File: config.mk
export PLATFORM = sky130hd
export DESIGN_NAME = pip_edge_prep
export DESIGN_NICKNAME = d
export VERILOG_FILES = /design/src/sv/pip_pkg.sv /design/src/sv/pip_edge_prep.sv
export SDC_FILE = /design/constraint.sdc
export NUM_CORES = 2
export LEC_CHECK = 0
export CELL_PAD_IN_SITES_DETAIL_PLACEMENT = 1
export CELL_PAD_IN_SITES_GLOBAL_PLACEMENT = 2
export CORE_MARGIN = 2
export CORE_UTILIZATION = 34
export DETAILED_ROUTE_END_ITERATION = 8
export DONT_BUFFER_PORTS = 1
export PLACE_DENSITY_LB_ADDON = 0.1
export SYNTH_ARGS = -nofsm -noshare
export SYNTH_HDL_FRONTEND = slang
export SYNTH_SLANG_ARGS = --single-unit
File: constraint.sdc
create_clock -name vclk -period 25.9
set_input_delay 7.77 -clock vclk [all_inputs]
set_output_delay 7.77 -clock vclk [all_outputs]
set_load 0.005 [all_outputs]
File: src/sv/pip_pkg.sv
// Shared constant for the point-in-polygon crossing test.
// No dependencies.
package pip_pkg;

  localparam int unsigned COORD_WIDTH_DEF = 16;

endpackage

File: src/sv/pip_edge_prep.sv
// First half of one edge test: half-open span of the query y and the two cross products.
// Depends on pip_pkg.
module pip_edge_prep #(
  parameter int unsigned COORD_WIDTH = pip_pkg::COORD_WIDTH_DEF
) (
  input  logic                              en_i,
  input  logic signed [COORD_WIDTH-1:0]     x1_i,
  input  logic signed [COORD_WIDTH-1:0]     y1_i,
  input  logic signed [COORD_WIDTH-1:0]     x2_i,
  input  logic signed [COORD_WIDTH-1:0]     y2_i,
  input  logic signed [COORD_WIDTH-1:0]     qx_i,
  input  logic signed [COORD_WIDTH-1:0]     qy_i,
  output logic                              span_o,
  output logic                              rising_o,
  output logic signed [2*COORD_WIDTH+1:0]   prod_l_o,
  output logic signed [2*COORD_WIDTH+1:0]   prod_r_o
);

  localparam int unsigned DW = COORD_WIDTH + 1;
  localparam int unsigned PW = 2 * COORD_WIDTH + 2;

  logic signed [DW-1:0] dqx;
  logic signed [DW-1:0] dy;
  logic signed [DW-1:0] dx;
  logic signed [DW-1:0] dqy;

  assign dqx = DW'(qx_i) - DW'(x1_i);
  assign dy  = DW'(y2_i) - DW'(y1_i);
  assign dx  = DW'(x2_i) - DW'(x1_i);
  assign dqy = DW'(qy_i) - DW'(y1_i);

  assign span_o   = en_i && (((y1_i <= qy_i) && (qy_i < y2_i)) ||
                             ((y2_i <= qy_i) && (qy_i < y1_i)));
  assign rising_o = (y2_i > y1_i);
  assign prod_l_o = PW'(dqx) * PW'(dy);
  assign prod_r_o = PW'(dx) * PW'(dqy);

endmodule

==> flow_summary.yaml <==
timing:
  tns_ps: 0
  worst_pin_slew_ps: 1216
  drv_slew: 0
  fin_crit_sh_pct: 94.43
  hold_viol: 0
  setup_viol: 0
  rsz0062_at_grt: "no"
  layout_min_cycle_time_ps: 24460
  max_freq_mhz: 40.89
  slew_headroom_pct: 18.66
yosys:
  seq_area_frac_synth_pct: 0
  synth_mux_area_share_pct: 0.1263
  syn_nets: 3803
  synthSimpleGateAreaFrac_pct: 14.70
  ys_types: 72
  synth_compound_area_share_pct: 7.702
  synth_top_family_by_area: "adder cells"
  avgSynthCellArea_um2: 8.662
  syn_inst: 2860
  synth_area_um2: 24770
  yosysWarningCount: 0
  synthAdderAreaFrac_pct: 60.79
  synth-xor-area-share_pct: 5.197
setup_path:
  startpoint_type: "input port"
  cp.arrival_ps: 16690
  path_max_fanout: 9
  cpMaxStageDelayCell: "a21oi_1"
  critPathRequiredTime_ps: 18130
  worstSetupPathType: "in -> out"
  max_stage_delay_ps: 730
  end_kind: "primary output"
hold_path:
  hp-class: "in -> out"
  hold_path_depth: 2
  min_from: "en_i"
  hold_path_end: "span_o"
detailed_routing:
  route.detailed.drc: 0
  first_pass_iters: 5
  routedWlPerCell_um: 19.92
  top_layer_used: "met5"
  wl_met1_mm: 35.15
  dr_wl_met2_mm: 35.50
  wl_mm: 75.75
  dr_wl_met3_mm: 4.236
  antenna_left: 0
  drt-initial-drc-count: 816
  vias_per_cell: 5.008
  vias: 19050
grt:
  grt-ovfl-total: 0
  grt_pass1_wl_mm: 122.7
  grt_max_degree: 19
  grt_pass1_vias: 21590
  antenna_found_initial: 8
  track_usage_pct: 21.04
cells_and_area:
  drive_above_1_share_pct: 3.366
  multi_input_area_um2: 21950
  nClkBuffers: 0
  nets: 3797
  area_growth_pct: 5.611
  nFlopsAndLatches: 0
  nFillCells: 8521
  final_cell_mix: "inv_1 (676), fa_1 (596), nand2_1 (351)"
  layout_commonest_cell: "inv_1"
  register_area_um2: 0
placed_design:
  globalplace.congestion: 0.8799
  dp_hpwl_mm: 68.91
  io_buffers: 0
clocking:
  cts_resized: 0
  post-cts-setup-buffers: 0
  hold_buffers: 0
die:
  die_w_um: 273.9
  num_io_pins: 167
  initial_utilization_pct: 34.48
  num_rows: 98
  fp.dieH_um: 273.9
  dieArea_um2: 75030
  core_area_um2: 71850
outcome:
  status: "finished clean"
run:
  max_cap_violations: 0
==> stage by stage <==
stage          cell area, um2  std cells  util (%)  hold slack (ps)  setup slack [ps]
2_1_floorplan           24770       2860         -            15640              2707
3_3_place_gp            26160       3802     36.41            15660              1610
3_5_place_dp            26160       3802     36.41            15670              1387
4_1_cts                 26160       3802     36.41            15670              1338
5_1_grt                 26160       3802     36.41            15690             789.4
6_report                26160       3803     36.41            15670              1444
==> layout make-up <==
| class | instances | area share [%] |
|---|---|---|
| inverters | 677 | 9.713 |
| repair buffers | 64 | 1.836 |
| well taps | 950 | 4.543 |
| diodes | 1 | 0.009565 |
| multi-input cells | 2111 | 83.90 |
==> logic make-up after synthesis <==
logic type / count (synthesis)
compound gates: 282
simple gates: 833
mux: 3
xor+xnor: 147
buf+inv: 749
fa+ha+maj: 846
==> per-layer routing <==
layer  GRT usage [%]  vias to the layer above
met3           3.179                       53
met1           29.82                    10050
li1                -                     8588
met4           1.659                       14
met5               0                        -
met2           35.35                      337
==> how the worst max path moves through the flow <==
stage,startpoint,endpoint,slack (ps),cells past startpoint
2_1_floorplan,y2_i[0],prod_l_o[32],2710,35
3_3_place_gp,qx_i[0],prod_l_o[33],1610,29
3_5_place_dp,qx_i[0],prod_l_o[33],1390,29
4_1_cts,qx_i[0],prod_l_o[33],1340,29
5_1_grt,qx_i[0],prod_l_o[33],790,29
6_report,qx_i[0],prod_l_o[32],1440,34
==> synth_stat cells, drive strengths merged, types with 4 or more instances <==
| cell type | count | area (um2) |
|---|---|---|
| ha | 250 | 3128 |
| nand3 | 26 | 130.1 |
| inv | 677 | 2541 |
| o21ai | 54 | 270.3 |
| fa | 596 | 11930 |
| nor2b | 45 | 281.5 |
| nand2b | 27 | 168.9 |
| or3 | 6 | 37.54 |
| nor3 | 26 | 135.1 |
| a21o | 33 | 247.7 |
| and3 | 8 | 50.05 |
| a21oi | 79 | 402.9 |
| xnor2 | 106 | 928.4 |
| nand2 | 351 | 1318 |
| or2 | 15 | 93.84 |
| a21boi | 11 | 82.58 |
| nor4 | 4 | 25.02 |
| and2 | 47 | 294.0 |
| a31oi | 8 | 50.05 |
| o211ai | 10 | 75.07 |
| xor2 | 41 | 359.1 |
| a211oi | 10 | 80.07 |
| o21bai | 9 | 67.56 |
| nand4 | 11 | 68.82 |
| o21a | 23 | 172.7 |
| a311oi | 4 | 41.29 |
| nor2 | 259 | 972.2 |
| buf | 16 | 93.84 |
| clkbuf | 56 | 210.2 |
| o31a | 5 | 43.79 |
==> critical path, delay by kind of cell <==
kind | cells | cell delay, ps
AOI/OAI and AO/OA | 14 | 3750
xor gates and xnor gates | 1 | 180
adders and majority gates | 9 | 4070
and+or+nand+nor | 3 | 560
buffers and inverters | 7 | 350
Power is left out: the tool's default activity adds up to more than one toggle a clock period on the data nets, which glitch-free logic cannot reach.
